===== config.mk =====
export PLATFORM = sky130hd
export DESIGN_NAME = macd_ctrl
export DESIGN_NICKNAME = d
export VERILOG_FILES = /design/src/macd_pkg.sv /design/src/macd_ctrl.sv
export SDC_FILE = /design/constraint.sdc
export NUM_CORES = 1
export LEC_CHECK = 0
export ABC_AREA = 1
export BUFFER_PORTS_ARGS = -buffer_cell sky130_fd_sc_hd__buf_2
export CORE_AREA = 2 2 122 124
export DETAILED_ROUTE_END_ITERATION = 16
export DIE_AREA = 0 0 124 126
export MAX_ROUTING_LAYER = met4
export PLACE_DENSITY = 0.61
export SYNTH_ARGS = -nofsm -noshare
export SYNTH_HDL_FRONTEND = slang
export SYNTH_SLANG_ARGS = --single-unit
export TNS_END_PERCENT = 10

===== constraint.sdc =====
create_clock -name aclk -period 4.8 [get_ports aclk]
set_input_delay 0.96 -clock aclk [delete_from_list [all_inputs] [get_ports aclk]]
set_output_delay 0.96 -clock aclk [all_outputs]
set_load 0.02 [all_outputs]

===== src/macd_pkg.sv =====
package macd_pkg;

    localparam int MAX_PERIOD = 64;
    localparam int PTR_W      = $clog2(MAX_PERIOD);
    localparam int PER_W      = 7;
    localparam int PRICE_W    = 32;
    localparam int VAL_W      = 32;
    localparam int FRAC_W     = 16;
    localparam int AVG_W      = PRICE_W + FRAC_W;
    localparam int SUM_W      = PRICE_W + PTR_W + 1;
    localparam int DIVD_W     = SUM_W - 1 + FRAC_W;
    localparam int DIV_CNT_W  = $clog2(DIVD_W + 1);
    localparam int ALPHA_SH   = 33;
    localparam int BAR_W      = 8;
    localparam int CNT_W      = 7;
    localparam int HCNT_W     = 2;
    localparam int CFG_IDX_W  = 3;
    localparam int OUT_BITS   = 2 + 1 + 3 * VAL_W;
    localparam int OUT_W      = ((OUT_BITS + 7) / 8) * 8;
    localparam int MUL_LAST   = 4;

    localparam logic [BAR_W-1:0]  BAR_MAX  = 8'd128;
    localparam logic [CNT_W-1:0]  CNT_MAX  = 7'd127;
    localparam logic [HCNT_W-1:0] HCNT_MAX = 2'd2;

    localparam logic [1:0] TRADE_NONE  = 2'd0;
    localparam logic [1:0] TRADE_LONG  = 2'd1;
    localparam logic [1:0] TRADE_SHORT = 2'd2;

    typedef enum logic [CFG_IDX_W-1:0] {
        CFG_FAST       = 3'd0,
        CFG_SLOW       = 3'd1,
        CFG_SIGNAL     = 3'd2,
        CFG_OVERBOUGHT = 3'd3,
        CFG_OVERSOLD   = 3'd4
    } cfg_idx_t;

    typedef enum logic [3:0] {
        ST_IDLE, ST_CHECK, ST_FAST, ST_SLOW, ST_SUM, ST_SUM_TAIL, ST_DIV_GO,
        ST_DIV_WAIT, ST_MUL, ST_WRITE, ST_MACD, ST_SIGCHK, ST_HIST, ST_DONE
    } state_t;

    typedef enum logic [2:0] {
        JOB_FSEED, JOB_FEMA, JOB_SSEED, JOB_SEMA, JOB_SIG
    } job_t;

    typedef enum logic [1:0] {
        DIV_SEED, DIV_ALPHA, DIV_SIGNAL
    } div_mode_t;

    typedef struct packed {
        logic [PER_W-1:0]        fast_len;
        logic [PER_W-1:0]        slow_len;
        logic [PER_W-1:0]        sig_len;
        logic signed [VAL_W-1:0] overbought;
        logic signed [VAL_W-1:0] oversold;
    } cfg_t;

    typedef struct packed {
        logic             price_wr;
        logic             rd_en;
        logic             rd_macd;
        logic [PTR_W-1:0] rd_off;
        logic             div_start;
        div_mode_t        div_mode;
        logic [PER_W-1:0] n;
        logic             ema_en;
        logic [2:0]       ema_step;
        logic             tgt_slow;
        logic             fast_seed_wr;
        logic             fast_ema_wr;
        logic             slow_seed_wr;
        logic             slow_ema_wr;
        logic             signal_wr;
        logic             macd_wr;
        logic             hist_en;
        logic             have_hist;
        logic             out_load;
        logic             out_ind;
    } cmd_t;

    typedef struct packed {
        logic div_done;
    } sts_t;

    function automatic logic [PER_W-1:0] eff_period(input logic [PER_W-1:0] p);
        if (p == '0) return PER_W'(1);
        if (p > PER_W'(MAX_PERIOD)) return PER_W'(MAX_PERIOD);
        return p;
    endfunction

    function automatic logic [VAL_W-1:0] sat32(input logic [VAL_W:0] v);
        if (v[VAL_W] != v[VAL_W-1])
            return v[VAL_W] ? {1'b1, {(VAL_W-1){1'b0}}} : {1'b0, {(VAL_W-1){1'b1}}};
        return v[VAL_W-1:0];
    endfunction

endpackage


===== src/macd_ctrl.sv =====
module macd_ctrl
    import macd_pkg::*;
(
    input  logic aclk,
    input  logic aresetn,
    input  cfg_t cfg,
    input  logic s_tvalid,
    output logic s_tready,
    output logic m_tvalid,
    input  logic m_tready,
    output cmd_t cmd,
    input  sts_t sts
);

    state_t             state_reg, state_next;
    job_t               job_reg, job_next;
    logic [PER_W-1:0]   n_reg, n_next;
    logic [PTR_W-1:0]   cnt_reg, cnt_next;
    logic [BAR_W-1:0]   bar_reg, bar_next;
    logic [CNT_W-1:0]   avg_cnt_reg, avg_cnt_next;
    logic [CNT_W-1:0]   macd_cnt_reg, macd_cnt_next;
    logic [HCNT_W-1:0]  hcnt_reg, hcnt_next;
    logic               seeded_reg, seeded_next;
    logic               sig_seen_reg, sig_seen_next;
    logic               ind_reg, ind_next;
    logic               out_vld_reg, out_vld_next;
    logic [PER_W-1:0]   nf, ns, ng;
    logic               warm;

    assign nf   = eff_period(cfg.fast_len);
    assign ns   = eff_period(cfg.slow_len);
    assign ng   = eff_period(cfg.sig_len);
    assign warm = bar_reg < (BAR_W'(ns) + BAR_W'(ng));

    // next state
    always_comb begin
        state_next = state_reg;
        job_next   = job_reg;
        n_next     = n_reg;
        unique case (state_reg)
            ST_IDLE:  if (s_tvalid) state_next = ST_CHECK;
            ST_CHECK: state_next = warm ? ST_DONE : ST_FAST;
            ST_FAST: begin
                n_next = nf;
                if (avg_cnt_reg != '0) begin
                    job_next   = JOB_FEMA;
                    state_next = ST_DIV_GO;
                end else if (bar_reg >= BAR_W'(nf)) begin
                    job_next   = JOB_FSEED;
                    state_next = ST_SUM;
                end else begin
                    state_next = ST_SLOW;
                end
            end
            ST_SLOW: begin
                n_next = ns;
                if (seeded_reg) begin
                    job_next   = JOB_SEMA;
                    state_next = ST_DIV_GO;
                end else if (bar_reg >= BAR_W'(ns)) begin
                    job_next   = JOB_SSEED;
                    state_next = ST_SUM;
                end else begin
                    state_next = ST_MACD;
                end
            end
            ST_SUM:      if (PER_W'(cnt_reg) == n_reg - PER_W'(1)) state_next = ST_SUM_TAIL;
            ST_SUM_TAIL: state_next = ST_DIV_GO;
            ST_DIV_GO:   state_next = ST_DIV_WAIT;
            ST_DIV_WAIT: begin
                if (sts.div_done)
                    state_next = (job_reg == JOB_FEMA || job_reg == JOB_SEMA)
                               ? ST_MUL : ST_WRITE;
            end
            ST_MUL:      if (cnt_reg == PTR_W'(MUL_LAST)) state_next = ST_WRITE;
            ST_WRITE: begin
                unique case (job_reg)
                    JOB_FSEED, JOB_FEMA: state_next = ST_SLOW;
                    JOB_SSEED, JOB_SEMA: state_next = ST_MACD;
                    default:             state_next = ST_HIST;
                endcase
            end
            ST_MACD: state_next = ST_SIGCHK;
            ST_SIGCHK: begin
                if (macd_cnt_reg >= ng) begin
                    job_next   = JOB_SIG;
                    n_next     = ng;
                    state_next = ST_SUM;
                end else begin
                    state_next = ST_HIST;
                end
            end
            ST_HIST: state_next = ST_DONE;
            ST_DONE: if (!out_vld_reg || m_tready) state_next = ST_IDLE;
            default: state_next = ST_IDLE;
        endcase
    end

    // outputs
    always_comb begin
        cmd              = '0;
        cmd.price_wr     = (state_reg == ST_IDLE) && s_tvalid;
        cmd.rd_en        = (state_reg == ST_SUM);
        cmd.rd_macd      = (job_reg == JOB_SIG);
        cmd.rd_off       = cnt_reg;
        cmd.div_start    = (state_reg == ST_DIV_GO);
        cmd.n            = n_reg;
        cmd.ema_en       = (state_reg == ST_MUL);
        cmd.ema_step     = cnt_reg[2:0];
        cmd.tgt_slow     = (job_reg == JOB_SSEED || job_reg == JOB_SEMA);
        cmd.fast_seed_wr = (state_reg == ST_WRITE) && (job_reg == JOB_FSEED);
        cmd.fast_ema_wr  = (state_reg == ST_WRITE) && (job_reg == JOB_FEMA);
        cmd.slow_seed_wr = (state_reg == ST_WRITE) && (job_reg == JOB_SSEED);
        cmd.slow_ema_wr  = (state_reg == ST_WRITE) && (job_reg == JOB_SEMA);
        cmd.signal_wr    = (state_reg == ST_WRITE) && (job_reg == JOB_SIG);
        cmd.macd_wr      = (state_reg == ST_MACD) && (avg_cnt_reg >= ns);
        cmd.hist_en      = (state_reg == ST_HIST) && (macd_cnt_reg != '0) && sig_seen_reg;
        cmd.have_hist    = (hcnt_reg != '0);
        cmd.out_load     = (state_reg == ST_DONE) && (!out_vld_reg || m_tready);
        cmd.out_ind      = ind_reg;
        unique case (job_reg)
            JOB_FEMA, JOB_SEMA: cmd.div_mode = DIV_ALPHA;
            JOB_SIG:            cmd.div_mode = DIV_SIGNAL;
            default:            cmd.div_mode = DIV_SEED;
        endcase
    end

    assign s_tready = (state_reg == ST_IDLE);
    assign m_tvalid = out_vld_reg;

    // counters and flags
    always_comb begin
        cnt_next      = (state_reg == ST_SUM || state_reg == ST_MUL)
                      ? cnt_reg + PTR_W'(1) : '0;
        bar_next      = bar_reg;
        avg_cnt_next  = avg_cnt_reg;
        seeded_next   = seeded_reg;
        macd_cnt_next = macd_cnt_reg;
        sig_seen_next = sig_seen_reg;
        hcnt_next     = hcnt_reg;
        ind_next      = ind_reg;
        out_vld_next  = out_vld_reg;
        if (cmd.price_wr && bar_reg < BAR_MAX) bar_next = bar_reg + BAR_W'(1);
        if (state_reg == ST_CHECK) ind_next = !warm;
        if (cmd.fast_seed_wr) avg_cnt_next = CNT_W'(1);
        if (cmd.fast_ema_wr && avg_cnt_reg < CNT_MAX) avg_cnt_next = avg_cnt_reg + CNT_W'(1);
        if (cmd.slow_seed_wr) seeded_next = 1'b1;
        if (cmd.macd_wr && macd_cnt_reg < CNT_MAX) macd_cnt_next = macd_cnt_reg + CNT_W'(1);
        if (cmd.signal_wr) sig_seen_next = 1'b1;
        if (cmd.hist_en && hcnt_reg < HCNT_MAX) hcnt_next = hcnt_reg + HCNT_W'(1);
        if (cmd.out_load) out_vld_next = 1'b1;
        else if (m_tready) out_vld_next = 1'b0;
    end

    always_ff @(posedge aclk) begin
        if (!aresetn) begin
            state_reg    <= ST_IDLE;
            job_reg      <= JOB_FSEED;
            n_reg        <= '0;
            cnt_reg      <= '0;
            bar_reg      <= '0;
            avg_cnt_reg  <= '0;
            seeded_reg   <= 1'b0;
            macd_cnt_reg <= '0;
            sig_seen_reg <= 1'b0;
            hcnt_reg     <= '0;
            ind_reg      <= 1'b0;
            out_vld_reg  <= 1'b0;
        end else begin
            state_reg    <= state_next;
            job_reg      <= job_next;
            n_reg        <= n_next;
            cnt_reg      <= cnt_next;
            bar_reg      <= bar_next;
            avg_cnt_reg  <= avg_cnt_next;
            seeded_reg   <= seeded_next;
            macd_cnt_reg <= macd_cnt_next;
            sig_seen_reg <= sig_seen_next;
            hcnt_reg     <= hcnt_next;
            ind_reg      <= ind_next;
            out_vld_reg  <= out_vld_next;
        end
    end

`ifndef SYNTHESIS
    a_no_overwrite: assert property (@(posedge aclk) disable iff (!aresetn)
        cmd.out_load |-> (!out_vld_reg || m_tready))
        else $error("result register overwritten while pending");

    a_hist_needs_signal: assert property (@(posedge aclk) disable iff (!aresetn)
        cmd.hist_en |-> (sig_seen_reg && macd_cnt_reg != '0))
        else $error("histogram without signal line");

    a_accept_to_check: assert property (@(posedge aclk) disable iff (!aresetn)
        (s_tvalid && s_tready) |=> (state_reg == ST_CHECK))
        else $error("accepted bar not processed");

    a_bar_bound: assert property (@(posedge aclk) disable iff (!aresetn)
        bar_reg <= BAR_MAX)
        else $error("bar count beyond saturation");
`endif

endmodule


After elaboration in Yosys (flattened, before gate mapping)
Cells that the tools add are included.

$add $sub $neg: 7. Order comparisons: 12. Equality and inequality tests: 27. Multiplexer cells: 48. Reductions and logical operators: 38.

Operators with widths (count): $mux 7 (15); $pmux 4 s14 (1); $mux 4 (9); $eq 4x4->1 const B (6); $gt 7x7->1 const B (3); $logic_not 7->1 (3); $mux 3 (7); $pmux 7 s3 (1); $eq 4x3->1 const B (4); $ge 8x7->1 (2); $add 7x1->7 const B (2); $ge 7x7->1 (2); $logic_and 1x1->1 (14); $lt 7x7->1 const B (2); $reduce_bool 7->1 (2); $mux 1 (12); $pmux 3 s3 (1); $add 7x7->8 (1); $add 8x1->8 const B (1); $eq 4x2->1 const B (2); $lt 8x8->1 (1); $lt 8x8->1 const B (1); $pmux 4 s2 (1); $eq 6x7->1 (1); other kinds (23) (38).

Register bits after elaboration: 48. Output and inout port bits: 36. Word-level logic and storage cells: 144.

Depth between registers and ports, before layout
Word-level depth: 9. Gate-level depth with buffers: 23. Mapped depth without buffers: 23.

Least setup slack after synthesis
Ideal clock, no wire load.

Path type: input -> register. Start point: input cfg[73] in the netlist's numbering. End point: register state_reg[3]. Setup time: 0.134 ns. Arrival time: 3.501 ns. Path slack: 1.165 ns. Cell stages on the path: 22. Path through: inv_1 > nand4_1 > nand2_1 > nand2_1 > o21ai_0 > ha_1 > fa_1 > nand3_1 > nand2_1 > nand2_1 > nand2_1 > a21oi_1 > xor2_1 > ha_1 > nand2_1 > o21a_1 > nand3_1 > nand2_1 > nor2_1 > nand2_1 > nand2_1 > a21oi_1.

Longest elaborated chain between the ends: 9.

Ends and longest elaborated chain: start, declared (line macd_ctrl.sv:6) `input cfg_t cfg,`; $gt 7x7->1 (line macd_pkg.sv:88) `if (p > PER_W'(MAX_PERIOD)) return PER_W'(MAX_PERIOD);`; $mux 1 (2 in series) (line macd_pkg.sv:88); $mux 7 (line macd_pkg.sv:89) `return p;`; $mux 7 * (line macd_pkg.sv:88); $add 7x7->8 / $ge 8x7->1 (equally long branches) (line macd_ctrl.sv:33, macd_ctrl.sv:60); $lt 8x8->1 / $mux 4 (equally long branches) (line macd_ctrl.sv:33, macd_ctrl.sv:60); $mux 4, on equally long branches (line macd_ctrl.sv:42, macd_ctrl.sv:57); $pmux 4 s14 * (line macd_ctrl.sv:40) `unique case (state_reg)`; end signal, assigned (line macd_ctrl.sv:170) `state_reg <= state_next;`; end, declared (line macd_ctrl.sv:15) `state_t state_reg, state_next;`.

Every way passes the cells marked *; elsewhere a longest branch is shown, timed or not. The select of a mux whose other input is x is not followed. A chain may end at the register's enable or synchronous reset.

==> flow_summary.yaml <==
run_status:
  outcome: "finished clean"
sta:
  min_period_over_period_pct: 86.8
  fmax_ghz: 0.240
  max_slew_margin_pct: 40.9
  drv_slew: 0
  final.setup.tns_ns: 0
  hold_violations: 0
  tightest_slew_ns: 0.885
  setup_violations: 0
  grt_setup_unrepaired: "no"
  post-route-min-period_ns: 4.17
  fin_worst_skew_ns: 0.00369
synthesis:
  yosysWarnings: 0
  syn_inst: 648
  ys_seq_area_share_pct: 23.0
  ys_types: 42
  syn_area_per_cell_um2: 6.46
  ys_seq_elements: 48
  synth_nets: 790
  netlist_area_mm2: 0.00419
route:
  dr.pass1.iters: 4
  wirelength_um: 11300
  first_iter_violations: 169
  antenna_left: 0
  vias_per_cell: 4.69
  avgRoutedWirePerCell_um: 12.8
  route.detailed.drc: 0
  num_vias: 4161
placement:
  gp_congestion: 0.873
  dpl.hpwl_um: 9290
  port-buffer-count: 61
  place_inst: 881
power_and_ir_drop:
  p_switching_w: 0.000696
  internal_power_w: 0.000905
  clkPwrFrac_pct: 22.6
  ir_worst_vdd_mv: 0.161
  power_frac_comb_pct: 45.5
  power.share.switching_pct: 43.5
  power_density_mw_per_mm2: 334
  share_seq_of_total_power_pct: 32.0
  leakagePower_nw: 2.43
flow_run:
  max_cap_viol_count: 0
floorplan:
  die-width_um: 124
  core.rowCount: 44
  ios: 126
  die_h_um: 126
  die_area_mm2: 0.0156
  core_area_mm2: 0.0143
  initial_core_util_pct: 29.2
setup_path:
  setup.worst_path.class: "in -> out"
  cp-start-kind: "primary input"
  cp.arrival_ns: 3.21
  cp_slowest_stage_delay_ns: 0.31
  critical_path.slowest_cell: "ha_1"
  end_kind: "output pin"
  crit_fanout: 10
  crit_top_cell: "nand2_1"
  required_ns: 3.84
  crit_chain: "buf_2 > nor2_1 > nand4_1 > nand2_1 > inv_1 > nor2_1 > inv_1 > ha_1 > nand2_1 > nor3b_1 > nand3_1 > nand3_1 > nand2_1 > inv_2 > buf_2"
global_routing:
  grt_pass1_vias: 3906
  grt_util_all_layers_pct: 15.5
  grt_remaining_overflow: 0
  grt_pass1_wl_um: 18600
  grt_max_degree: 24
  antenna_found_initial: 0
min_path:
  hold_path_class: "reg -> reg"
clock_network:
  cts_buffer_depth: 2
  cts_tree: "done"
  cts_buffers: 5
  clock_sinks: 48
  post_cts_resized: 0
  cts-root-buf: "clkbuf_16"
  path_clk_slew_ns: 0.07
  postCtsSetupRepairBufs: 0
  clock_latency_ns: 0.29
  ctsHoldBuffers: 0
  htree_levels: 2
layout:
  areaGrowthSynthToFinish_pct: 14.7
  nets: 846
  multi_input_area_mm2: 0.00277
  instances_no_fill: 888
  fill_cells: 1633
  largest_reg_flops: 8
  layout-drive-gt1-share_pct: 13.8
  antenna_cells: 0
  layout.area.seq_um2: 961
==> worst max-delay path, delay by kind of cell <==
kind                       cells  cell delay [ns]
buffers and inverters          5             0.65
and+or+nand+nor                9             1.25
adders and majority gates      1             0.31
==> area by class of cell <==
class	count	area share [%]
timing repair buffer	62	6.52
clock inverter	1	0.182
clock buffer	6	2.89
tap	184	4.80
multi-input combinational	486	57.7
sequential	48	20.0
inverter	101	7.90
==> power groups by stage <==
stage / clock network, W / logic, W / registers, W
floorplan: 0 / 0.000543 / 0.000522
detailed placement: 0 / 0.000731 / 0.000521
global route: 0.000380 / 0.000839 / 0.000522
finish: 0.000361 / 0.000728 / 0.000512
CTS: 0.000367 / 0.000735 / 0.000512
global placement: 0 / 0.000723 / 0.000520
==> cell families (layout without fill, tap and decap cells) <==
family | Yosys count | count (layout) | synth area share (%)
xor+xnor | 12 | 12 | 2.51
fa+ha+maj | 52 | 52 | 15.7
buf+inv | 114 | 170 | 10.9
flops | 48 | 48 | 23.0
simple gates | 325 | 325 | 35.0
compound gates | 97 | 97 | 12.9
==> final timing paths <==
check / slack (ns) / to / depth (start not counted) / start
max: 0.63 / cmd[4] / 15 / cfg[75]
min: 0.48 / seeded_reg / 2 / seeded_reg
max reg2reg: 2.80 / macd_cnt_reg[3] / 10 / avg_cnt_reg[2]
min reg2reg: 0.48 / seeded_reg / 2 / seeded_reg
==> layer usage <==
| layer | track usage, % | share of wire (%) |
|---|---|---|
| met1 | 20.5 | 50 |
| met2 | 24.6 | 45 |
| met3 | 2.63 | 4.1 |
| met4 | 3.64 | 1.4 |
| met5 | - | 0 |
==> synthesized netlist by cell type (all sizes together) <==
| master | number | area share (%) |
|---|---|---|
| inv | 100 | 9.0 |
| nand3 | 37 | 4.5 |
| o22ai | 2 | 0.30 |
| nor3 | 18 | 2.4 |
| nand4 | 14 | 2.1 |
| nor2 | 82 | 8.8 |
| nor3b | 2 | 0.36 |
| a311oi | 1 | 0.21 |
| clkbuf | 6 | 0.54 |
| o21ai | 28 | 3.4 |
| nand2 | 163 | 15 |
| fa | 1 | 0.48 |
| o21a | 2 | 0.36 |
| a31oi | 1 | 0.15 |
| clkinv | 1 | 0.090 |
| nor4 | 2 | 0.45 |
| o211ai | 4 | 0.72 |
| dfxtp | 48 | 23 |
| xor2 | 6 | 1.3 |
| and3 | 3 | 0.45 |
| a21oi | 53 | 6.6 |
| a21o | 2 | 0.36 |
| a41oi | 1 | 0.21 |
| o21bai | 1 | 0.18 |
| o221ai | 2 | 0.42 |
| xnor2 | 6 | 1.3 |
| buf | 7 | 1.3 |
| ha | 51 | 15 |
| nand3b | 4 | 0.90 |
==> layout by cell type (no fill, tap or decap), types with 2 or more instances in the layout <==
| cell | n |
|---|---|
| a21o_1 | 2 |
| a21oi_1 | 50 |
| a21oi_2 | 3 |
| and3_1 | 3 |
| buf_2 | 61 |
| clkbuf_16 | 5 |
| dfxtp_1 | 48 |
| ha_1 | 51 |
| inv_1 | 92 |
| inv_2 | 8 |
| nand2_1 | 160 |
| nand2_4 | 2 |
| nand3_1 | 36 |
| nand3b_1 | 2 |
| nand3b_2 | 2 |
| nand4_1 | 14 |
| nor2_1 | 74 |
| nor2_2 | 2 |
| nor2_4 | 5 |
| nor3_1 | 17 |
| nor3b_1 | 2 |
| o211ai_1 | 4 |
| o21a_1 | 2 |
| o21ai_0 | 19 |
| o21ai_1 | 8 |
| o221ai_1 | 2 |
| o22ai_1 | 2 |
| xnor2_1 | 6 |
| xor2_1 | 6 |
==> per-stage QoR <==
step                setup WS [ns]  utilization [%]  hold slack, ns  area, um^2  total power (W)
floorplan                    1.16                -           0.436        4190          0.00107
global placement            0.690             32.5           0.452        4650          0.00124
detailed placement          0.660             32.5           0.461        4650          0.00125
CTS                         0.668             33.5           0.476        4800          0.00161
global route                0.353             33.5           0.502        4800          0.00174
finish                      0.633             33.5           0.476        4800          0.00160
Power figures use the tool's default switching activity.
